--- config.mk ---
export PLATFORM = sky130hd
export DESIGN_NAME = stopwatch_lcd_display_writer_top
export DESIGN_NICKNAME = d
export VERILOG_FILES = /design/src/hw/rtl/swlcd_pkg.sv /design/src/hw/rtl/swlcd_fifo.sv /design/src/hw/rtl/swlcd_front.sv /design/src/hw/rtl/swlcd_back.sv /design/src/hw/rtl/stopwatch_lcd_display_writer_top.sv
export SDC_FILE = /design/constraint.sdc
export NUM_CORES = 1
export LEC_CHECK = 0
export BUFFER_PORTS_ARGS = -buffer_cell sky130_fd_sc_hd__buf_4
export CAP_MARGIN = 40
export CORE_MARGIN = 2
export CORE_UTILIZATION = 25
export CTS_CLUSTER_DIAMETER = 80
export CTS_CLUSTER_SIZE = 16
export DETAILED_ROUTE_END_ITERATION = 16
export PLACE_DENSITY = 0.49
export SLEW_MARGIN = 0
export SYNTH_ARGS = -nofsm -noshare
export SYNTH_HDL_FRONTEND = slang
export SYNTH_SLANG_ARGS = --single-unit
--- constraint.sdc ---
create_clock -name i_clk -period 2.6 [get_ports i_clk]
set_input_delay 0.26 -clock i_clk [delete_from_list [all_inputs] [get_ports i_clk]]
set_output_delay 0.26 -clock i_clk [all_outputs]
set_load 0.01 [all_outputs]
--- src/hw/rtl/swlcd_pkg.sv ---
// Shared types, codes and helpers for the stopwatch LCD writer.
`timescale 1ns / 1ps
`default_nettype none
package swlcd_pkg;

    // Request kinds carried in the slave-side tuser
    localparam logic [1:0] REQ_TICK  = 2'd0;
    localparam logic [1:0] REQ_STOP  = 2'd1;
    localparam logic [1:0] REQ_START = 2'd2;
    localparam logic [1:0] REQ_RESET = 2'd3;

    // Register indexes
    localparam logic REG_DISPLAY_BASE = 1'b0;

    localparam logic [7:0] CMD_SET_ADDR = 8'h80;
    localparam logic [7:0] ASCII_ZERO   = 8'h30;
    localparam logic [7:0] ASCII_COLON  = 8'h3a;
    localparam logic [6:0] BASE_RESET   = 7'h59;

    // Digit limits
    localparam logic [3:0] DEC_MAX     = 4'd9;
    localparam logic [2:0] SECS_TENS_MAX = 3'd5;

    // Write sequence: seven address/char pairs, then the cursor restore
    localparam logic [3:0] LAST_STEP = 4'd14;

    // Snapshot queue between front and back
    localparam int QDEPTH = 2;
    localparam int QPTR_W = $clog2(QDEPTH);
    localparam int QCNT_W = $clog2(QDEPTH + 1);

    typedef struct packed {
        logic [3:0] mins_tens;
        logic [3:0] mins_ones;
        logic [2:0] secs_tens;
        logic [3:0] secs_ones;
        logic [3:0] tenths;
        logic [6:0] cursor;
    } t_snap;

    typedef struct packed {
        logic full;
        logic empty;
    } t_qstat;

    function automatic logic [7:0] digit_char(input logic [3:0] d);
        return ASCII_ZERO + {4'b0000, d};
    endfunction

endpackage
`default_nettype wire

--- src/hw/rtl/swlcd_fifo.sv ---
// Short snapshot queue between the request front end and the write sequencer.
`timescale 1ns / 1ps
`default_nettype none
module swlcd_fifo (
    input  wire                 i_clk,
    input  wire                 i_rst_n,
    input  wire                 i_push,
    input  swlcd_pkg::t_snap    i_push_data,
    input  wire                 i_pop,
    output swlcd_pkg::t_snap    o_head,
    output swlcd_pkg::t_qstat   o_stat
);

    swlcd_pkg::t_snap                  r_mem [swlcd_pkg::QDEPTH];
    logic [swlcd_pkg::QPTR_W-1:0]      r_wp;
    logic [swlcd_pkg::QPTR_W-1:0]      r_rp;
    logic [swlcd_pkg::QCNT_W-1:0]      r_cnt;
    logic                              w_push;
    logic                              w_pop;

    assign o_stat.full  = (r_cnt == swlcd_pkg::QCNT_W'(swlcd_pkg::QDEPTH));
    assign o_stat.empty = (r_cnt == '0);
    assign w_push       = i_push && !o_stat.full;
    assign w_pop        = i_pop && !o_stat.empty;
    assign o_head       = r_mem[r_rp];

    always_ff @(posedge i_clk) begin
        if (w_push) begin
            r_mem[r_wp] <= i_push_data;
        end
    end

    always_ff @(posedge i_clk) begin
        if (!i_rst_n) begin
            r_wp  <= '0;
            r_rp  <= '0;
            r_cnt <= '0;
        end else begin
            if (w_push) begin
                r_wp <= r_wp + 1'b1;
            end
            if (w_pop) begin
                r_rp <= r_rp + 1'b1;
            end
            case ({w_push, w_pop})
                2'b10:   r_cnt <= r_cnt + 1'b1;
                2'b01:   r_cnt <= r_cnt - 1'b1;
                default: r_cnt <= r_cnt;
            endcase
        end
    end

endmodule
`default_nettype wire

--- src/hw/rtl/swlcd_front.sv ---
// Request front end: run control, prescale and decimal time count.
`timescale 1ns / 1ps
`default_nettype none
module swlcd_front (
    input  wire                 i_clk,
    input  wire                 i_rst_n,
    input  wire                 i_valid,
    output logic                o_ready,
    input  wire  [1:0]          i_req_type,
    input  wire  [6:0]          i_cursor_addr,
    input  swlcd_pkg::t_qstat   i_qstat,
    output logic                o_push,
    output swlcd_pkg::t_snap    o_push_data
);

    logic       r_running;
    logic       r_half_tick;
    logic [3:0] r_tenths, n_tenths;
    logic [3:0] r_secs_ones, n_secs_ones;
    logic [2:0] r_secs_tens, n_secs_tens;
    logic [3:0] r_mins_ones, n_mins_ones;
    logic [3:0] r_mins_tens, n_mins_tens;
    logic       w_accept;
    logic       w_count;

    assign o_ready  = !i_qstat.full;
    assign w_accept = i_valid && o_ready;
    assign w_count  = w_accept && (i_req_type == swlcd_pkg::REQ_TICK)
                      && r_running && r_half_tick;

    // Ripple-carry decimal advance; a digit at or above its limit wraps
    always_comb begin
        n_tenths    = r_tenths;
        n_secs_ones = r_secs_ones;
        n_secs_tens = r_secs_tens;
        n_mins_ones = r_mins_ones;
        n_mins_tens = r_mins_tens;
        if (r_tenths >= swlcd_pkg::DEC_MAX) begin
            n_tenths = '0;
            if (r_secs_ones >= swlcd_pkg::DEC_MAX) begin
                n_secs_ones = '0;
                if (r_secs_tens >= swlcd_pkg::SECS_TENS_MAX) begin
                    n_secs_tens = '0;
                    if (r_mins_ones >= swlcd_pkg::DEC_MAX) begin
                        n_mins_ones = '0;
                        if (r_mins_tens >= swlcd_pkg::DEC_MAX) begin
                            n_mins_tens = '0;
                        end else begin
                            n_mins_tens = r_mins_tens + 1'b1;
                        end
                    end else begin
                        n_mins_ones = r_mins_ones + 1'b1;
                    end
                end else begin
                    n_secs_tens = r_secs_tens + 1'b1;
                end
            end else begin
                n_secs_ones = r_secs_ones + 1'b1;
            end
        end else begin
            n_tenths = r_tenths + 1'b1;
        end
    end

    assign o_push                = w_count;
    assign o_push_data.mins_tens = n_mins_tens;
    assign o_push_data.mins_ones = n_mins_ones;
    assign o_push_data.secs_tens = n_secs_tens;
    assign o_push_data.secs_ones = n_secs_ones;
    assign o_push_data.tenths    = n_tenths;
    assign o_push_data.cursor    = i_cursor_addr;

    always_ff @(posedge i_clk) begin
        if (!i_rst_n) begin
            r_running   <= 1'b1;
            r_half_tick <= 1'b0;
            r_tenths    <= '0;
            r_secs_ones <= '0;
            r_secs_tens <= '0;
            r_mins_ones <= '0;
            r_mins_tens <= '0;
        end else if (w_accept) begin
            unique case (i_req_type)
                swlcd_pkg::REQ_STOP: begin
                    r_running <= 1'b0;
                end
                swlcd_pkg::REQ_START: begin
                    r_running <= 1'b1;
                end
                swlcd_pkg::REQ_RESET: begin
                    r_running   <= 1'b1;
                    r_half_tick <= 1'b0;
                    r_tenths    <= '0;
                    r_secs_ones <= '0;
                    r_secs_tens <= '0;
                    r_mins_ones <= '0;
                    r_mins_tens <= '0;
                end
                default: begin
                    if (r_running) begin
                        r_half_tick <= !r_half_tick;
                        if (r_half_tick) begin
                            r_tenths    <= n_tenths;
                            r_secs_ones <= n_secs_ones;
                            r_secs_tens <= n_secs_tens;
                            r_mins_ones <= n_mins_ones;
                            r_mins_tens <= n_mins_tens;
                        end
                    end
                end
            endcase
        end
    end

endmodule
`default_nettype wire

--- src/hw/rtl/swlcd_back.sv ---
// Write sequencer: turns one time snapshot into fifteen LCD bus writes.
`timescale 1ns / 1ps
`default_nettype none
module swlcd_back (
    input  wire                 i_clk,
    input  wire                 i_rst_n,
    input  wire  [6:0]          i_display_base,
    input  swlcd_pkg::t_snap    i_head,
    input  swlcd_pkg::t_qstat   i_qstat,
    output logic                o_pop,
    output logic                o_valid,
    input  wire                 i_ready,
    output logic                o_is_data,
    output logic [7:0]          o_bus_byte,
    output logic                o_last
);

    logic       r_valid;
    logic       r_is_data;
    logic [7:0] r_bus_byte;
    logic       r_last;
    logic [3:0] r_step;
    logic       w_advance;
    logic       w_load;
    logic [2:0] w_pos;
    logic [6:0] w_addr;
    logic [7:0] w_char;
    logic [7:0] n_bus_byte;
    logic       n_is_data;
    logic       n_last;

    assign w_advance = !r_valid || i_ready;
    assign w_load    = w_advance && !i_qstat.empty;
    assign o_pop     = w_load && (r_step == swlcd_pkg::LAST_STEP);
    assign w_pos     = r_step[3:1];
    assign w_addr    = i_display_base + {4'b0000, w_pos};

    always_comb begin
        case (w_pos)
            3'd0:    w_char = swlcd_pkg::digit_char(i_head.mins_tens);
            3'd1:    w_char = swlcd_pkg::digit_char(i_head.mins_ones);
            3'd3:    w_char = swlcd_pkg::digit_char({1'b0, i_head.secs_tens});
            3'd4:    w_char = swlcd_pkg::digit_char(i_head.secs_ones);
            3'd6:    w_char = swlcd_pkg::digit_char(i_head.tenths);
            default: w_char = swlcd_pkg::ASCII_COLON;
        endcase
    end

    always_comb begin
        if (r_step == swlcd_pkg::LAST_STEP) begin
            n_is_data  = 1'b0;
            n_bus_byte = swlcd_pkg::CMD_SET_ADDR | {1'b0, i_head.cursor};
            n_last     = 1'b1;
        end else if (r_step[0]) begin
            n_is_data  = 1'b1;
            n_bus_byte = w_char;
            n_last     = 1'b0;
        end else begin
            n_is_data  = 1'b0;
            n_bus_byte = swlcd_pkg::CMD_SET_ADDR | {1'b0, w_addr};
            n_last     = 1'b0;
        end
    end

    always_ff @(posedge i_clk) begin
        if (w_load) begin
            r_is_data  <= n_is_data;
            r_bus_byte <= n_bus_byte;
            r_last     <= n_last;
        end
    end

    always_ff @(posedge i_clk) begin
        if (!i_rst_n) begin
            r_valid <= 1'b0;
            r_step  <= '0;
        end else if (w_advance) begin
            r_valid <= !i_qstat.empty;
            if (w_load) begin
                r_step <= (r_step == swlcd_pkg::LAST_STEP) ? 4'd0 : r_step + 1'b1;
            end
        end
    end

    assign o_valid    = r_valid;
    assign o_is_data  = r_is_data;
    assign o_bus_byte = r_bus_byte;
    assign o_last     = r_last;

endmodule
`default_nettype wire

--- src/hw/rtl/stopwatch_lcd_display_writer_top.sv ---
// Stopwatch LCD writer: the base register, front end, snapshot queue and write sequencer.
// Flow: a counting tick's snapshot enters the queue as the tick transfers; the sequencer
// registers its writes, one write a cycle while the output side takes them, 15 in all.
// Throughput: one request a cycle; a counting tick occupies the sequencer for 15 writes,
// the two-entry snapshot queue absorbs bursts, and the input stalls while it is full.
// Reset (synchronous, active low): running set, count and prescale cleared, base = 0x59.
`timescale 1ns / 1ps
`default_nettype none
module stopwatch_lcd_display_writer_top (
    input  wire         i_clk,
    input  wire         i_rst_n,
    input  wire         s_axis_tvalid,
    output logic        s_axis_tready,
    input  wire  [7:0]  s_axis_tdata,   // [6:0] cursor_addr, [7] zero
    input  wire  [1:0]  s_axis_tuser,   // [1:0] req_type
    output logic        m_axis_tvalid,
    input  wire         m_axis_tready,
    output logic [7:0]  m_axis_tdata,   // [7:0] bus_byte
    output logic        m_axis_tuser,   // [0] is_data
    output logic        m_axis_tlast,
    input  wire         psel,
    input  wire         penable,
    input  wire         pwrite,
    input  wire  [2:0]  paddr,
    input  wire  [31:0] pwdata,
    output logic [31:0] prdata,
    output logic        pready
);

    logic [6:0]         r_base;
    logic               w_cfg_wr;
    logic               w_push;
    logic               w_pop;
    swlcd_pkg::t_snap   w_push_data;
    swlcd_pkg::t_snap   w_head;
    swlcd_pkg::t_qstat  w_qstat;

    assign pready   = 1'b1;
    assign w_cfg_wr = psel && penable && pwrite
                      && (paddr[2] == swlcd_pkg::REG_DISPLAY_BASE);
    assign prdata   = (paddr[2] == swlcd_pkg::REG_DISPLAY_BASE) ? {25'd0, r_base} : 32'd0;

    always_ff @(posedge i_clk) begin
        if (!i_rst_n) begin
            r_base <= swlcd_pkg::BASE_RESET;
        end else if (w_cfg_wr) begin
            r_base <= pwdata[6:0];
        end
    end

    swlcd_front u_front (
        .i_clk         (i_clk),
        .i_rst_n       (i_rst_n),
        .i_valid       (s_axis_tvalid),
        .o_ready       (s_axis_tready),
        .i_req_type    (s_axis_tuser),
        .i_cursor_addr (s_axis_tdata[6:0]),
        .i_qstat       (w_qstat),
        .o_push        (w_push),
        .o_push_data   (w_push_data)
    );

    swlcd_fifo u_fifo (
        .i_clk       (i_clk),
        .i_rst_n     (i_rst_n),
        .i_push      (w_push),
        .i_push_data (w_push_data),
        .i_pop       (w_pop),
        .o_head      (w_head),
        .o_stat      (w_qstat)
    );

    swlcd_back u_back (
        .i_clk          (i_clk),
        .i_rst_n        (i_rst_n),
        .i_display_base (r_base),
        .i_head         (w_head),
        .i_qstat        (w_qstat),
        .o_pop          (w_pop),
        .o_valid        (m_axis_tvalid),
        .i_ready        (m_axis_tready),
        .o_is_data      (m_axis_tuser),
        .o_bus_byte     (m_axis_tdata),
        .o_last         (m_axis_tlast)
    );

endmodule
`default_nettype wire

==> qor.txt <==
================================================================================
Number of buffers inserted during clock tree synthesis                         9
Minimum period implied by the final worst setup slack                    2273 ps
Crit Reg-Reg Startpoint                                             u_front.r_tenths[0]$_SDFFE_PN0P_
Grt total ovfl                                                                 0
Vertical extent of the die                                              145.0 um
CTS H-Tree Depth                                                               3
DRC errors left                                                                0
LEAKAGE                                                                 2.179 nW
Routability congestion estimate                                           0.7730
Count of pins over their slew limit                                            0
Switching power share of the total                                        21.95%
Clk pwr share                                                              40.6%
Ys async rst share                                                            0%
Maximum number of pins on one net before global-route repair                  27
# diodes                                                                       0
Aggregate negative setup slack                                              0 ps
Worst hold path class                                               input port to register
WL/cell                                                                 13.60 um
Die width                                                               145.0 um
Area of placed instances                                                5502 um2
Post-route antenna net violation count                                         0
Category of the critical setup timing path                          register to register
Post-synth EDFFs                                                              62
Number of placed cells counting well taps                                    734
Post-synthesis instance area                                            4967 um2
Core Area                                                              19460 um2
Net Switching                                                          0.6714 mW
Final-report hold violation count                                              0
Initial Util                                                              25.52%
Power Dens Cells                                                    529.9 nW/um2
Series of cell instances along the critical path                    inv_1 > ha_1 > or3b_1 > nand4_1 > nor3_2 > buf_4 > o21ai_0
Maximum vdd ir drop                                                     246.0 uV
Sequential share of the synthesized area                                  52.80%
Routed wire length                                                      10200 um
Nets                                                                         554
Flop2flop setup slack                                                     330 ps
Drt first pass iters                                                           4
Initial detailed-routing violation count                                     184
GR Util All Layers                                                        10.11%
Internal Power                                                          2.387 mW
Buffer depth of the longest clock path                                         2
Power share of the sequential group                                        55.2%
Type of element launching the critical path                             register
Wire length of the first global-routing pass                            16970 um
Cell type group with the largest total delay on the critical path   simple AND/OR/NAND/NOR gates
Cell types with the largest area share after synthesis              sky130_fd_sc_hd__edfxtp_1 (37%), sky130_fd_sc_hd__dfxtp_1 (15%), sky130_fd_sc_hd__ha_1 (5.3%), sky130_fd_sc_hd__buf_4 (4.1%), sky130_fd_sc_hd__mux2i_1 (3.8%)
Post-synth top cells                                                sky130_fd_sc_hd__edfxtp_1 (62), sky130_fd_sc_hd__dfxtp_1 (38), sky130_fd_sc_hd__buf_4 (27), sky130_fd_sc_hd__nor2_1 (27), sky130_fd_sc_hd__nand2_1 (22)
Worst min-delay path endpoint                                       u_fifo.r_mem[1][0]$_DFFE_PP_
Most instantiated flip-flop cell in the synthesis netlist           sky130_fd_sc_hd__edfxtp_1
Cell with the most instances after synthesis                        sky130_fd_sc_hd__edfxtp_1
Detailed placer's ending HPWL                                            7430 um
IO buf count                                                                  42
Number of antenna violations at the first check in global routing              0
Slew at the pin with the worst max-slew slack                           679.3 ps
Gate count of the mapped netlist                                             437
Clock root buffer master                                            sky130_fd_sc_hd__clkbuf_16
Count of yosys warnings during synthesis                                       0
Final clock period utilization by the worst path                          87.44%
Worst Skew                                                              4.672 ps
CTS clock-pin slew for the worst setup and hold paths                      70 ps
End of the worst register-to-register path                          u_fifo.r_mem[1][22]$_DFFE_PP_
Post-Synthesis Mean Instance Area                                      11.37 um2
Die footprint                                                          21010 um2
Clk Latency, worst-skew pair                                              350 ps
Area Growth Syn to Fin                                                    16.20%
Final setup fails                                                              0
Non-filler instance count after layout                                       750
Cts hold-fix bufs                                                              0
Number of max-cap violations                                                   0
Slowest CP cell                                                     sky130_fd_sc_hd__nor3_2
Library cell with the largest summed area after synthesis           sky130_fd_sc_hd__edfxtp_1
Quantity of gates resized following cts                                        0
Hold Path Cell Cnt                                                             1
Longest individual stage delay on the worst path                          430 ps
Number of clock sinks                                                        100
Hold path start                                                     s_axis_tdata[0]
Count of buffers added by post-CTS timing repair for setup                     0
TritonCTS clock tree                                                         yes
Proportion of netlist area held by the largest area contributor           37.48%
Worst EP arrival                                                         2330 ps
Average vias per placed instance                                           4.373
Maximum clock frequency                                                439.9 MHz
Logic pwr share                                                             4.2%
Crit path from                                                      u_front.r_tenths[0]$_SDFFE_PN0P_
Post-synth cell types                                                         61
Worst relative slew slack                                                 54.62%
Buffers plus inverters on the worst setup path                                 2
R2R cell count                                                                 7
Total number of vias                                                        3280
Via count of the first global-routing pass                                  3312
Layout Cell Area excl Fill                                              5772 um2
Std cell rows                                                                 51
CP Capture Type                                                         register
Ports placed on the boundary                                                  97
Number of fillers in the final layout                                       1995
Critical Path Fanout Max                                                       8
RSZ-0062 raised after global routing                                          no
Flip-flop and latch count after synthesis                                    100
Result of the run                                                      completed
Required time at the worst-slack endpoint                                2660 ps
Share of layout cells above drive strength 1                              16.91%
================================================================================
-- routing by layer --
layer	part of all wire (%)	GRT usage, %
met2	51	17.81
met1	44	11.62
met4	2.2	4.653
met3	3.4	2.358
met5	0	0
-- through the flow --
stage | power (mW) | setup slack (ps) | hold slack [ps] | utilization (%)
after floorplan | 1.822 | 239.3 | 358.9 | -
after global routing | 3.160 | 158.4 | 83.84 | 29.66
after detailed placement | 1.852 | 312.8 | 452.1 | 28.27
after global placement | 1.850 | 348.9 | 448.7 | 28.27
after CTS | 3.096 | 305.7 | 82.00 | 29.66
final | 3.059 | 326.6 | 97.13 | 29.66
-- power groups by stage --
stage                     Combinational [mW]  Sequential, mW  Clock, mW
after global routing                   0.142            1.69       1.33
final                                  0.128            1.69       1.24
after floorplan                       0.0999            1.72          0
after global placement                 0.127            1.72          0
after detailed placement               0.128            1.72          0
after CTS                              0.129            1.69       1.28
-- cells in the final DEF, fill, tap and decap left out, drive strengths merged, types with 2 or more instances in the layout --
cell type | synthesis | final
a211oi | 4 | 4
a21boi | 4 | 4
a21o | 3 | 3
a21oi | 16 | 16
a22o | 12 | 12
a31oi | 8 | 8
a32o | 2 | 2
a32oi | 2 | 2
and2 | 8 | 8
and3 | 3 | 3
buf | 33 | 53
clkbuf | 12 | 11
clkinv | 0 | 2
clkinvlp | 0 | 2
conb | 2 | 26
dfxtp | 38 | 38
edfxtp | 62 | 62
ha | 21 | 21
inv | 22 | 23
mux2 | 3 | 3
mux2i | 19 | 19
mux4 | 4 | 4
nand2 | 22 | 22
nand2b | 3 | 3
nand3 | 7 | 7
nand4 | 2 | 2
nor2 | 27 | 27
nor2b | 18 | 18
nor3 | 8 | 8
o21ai | 24 | 24
o2bb2ai | 3 | 3
o31a | 3 | 3
o31ai | 7 | 7
or3 | 2 | 2
or3b | 2 | 2
or4 | 2 | 2
xnor2 | 8 | 8
xor2 | 3 | 3
-- how the worst max path moves through the flow --
| stage | slack, ps | cells after the start | to |
|---|---|---|---|
| after floorplan | 240 | 5 | u_fifo.r_mem[0][0]$_DFFE_PP_ |
| after global placement | 350 | 7 | u_fifo.r_mem[0][22]$_DFFE_PP_ |
| after detailed placement | 310 | 6 | u_fifo.r_cnt[1]$_SDFFE_PN0P_ |
| after CTS | 310 | 6 | u_fifo.r_cnt[1]$_SDFFE_PN0P_ |
| after global routing | 160 | 6 | u_fifo.r_cnt[1]$_SDFFE_PN0P_ |
| final | 330 | 7 | u_fifo.r_mem[1][22]$_DFFE_PP_ |
-- registers in the layout, indices dropped and copies added, names as in the netlist, 2 cells and up, named ones only --
name	cells
r_base	7
u_front.r_secs_ones	4
u_back.o_bus_byte	8
u_front.r_mins_ones	4
u_front.r_mins_tens	4
u_back.r_step	4
u_front.r_tenths	4
u_front.r_secs_tens	3
u_fifo.r_cnt	2
u_fifo.r_mem	52
-- cell families (layout without fill, tap and decap cells) --
| kind of cell | Yosys count | count (layout) | synth area share [%] |
|---|---|---|---|
| fa+ha+maj | 22 | 22 | 5.693 |
| other cells | 2 | 26 | 0.1512 |
| flops | 100 | 100 | 52.80 |
| mux | 26 | 26 | 6.322 |
| buf+inv | 67 | 91 | 7.506 |
| simple gates | 109 | 109 | 11.64 |
| compound gates | 100 | 100 | 13.96 |
| xor+xnor | 11 | 11 | 1.940 |
-- cell type report --
cell class              instances  area (um2)  area share [%]
clock buffers                  11       232.7           4.032
clock inverters                 5       37.54          0.6503
inverters                      22       82.58           1.431
multi-input cells             294        2067           35.81
flip-flops and latches        100        2623           45.44
well taps                     265       331.6           5.745
repair buffers                 53       397.9           6.894
(Power assumes the default switching activity.)
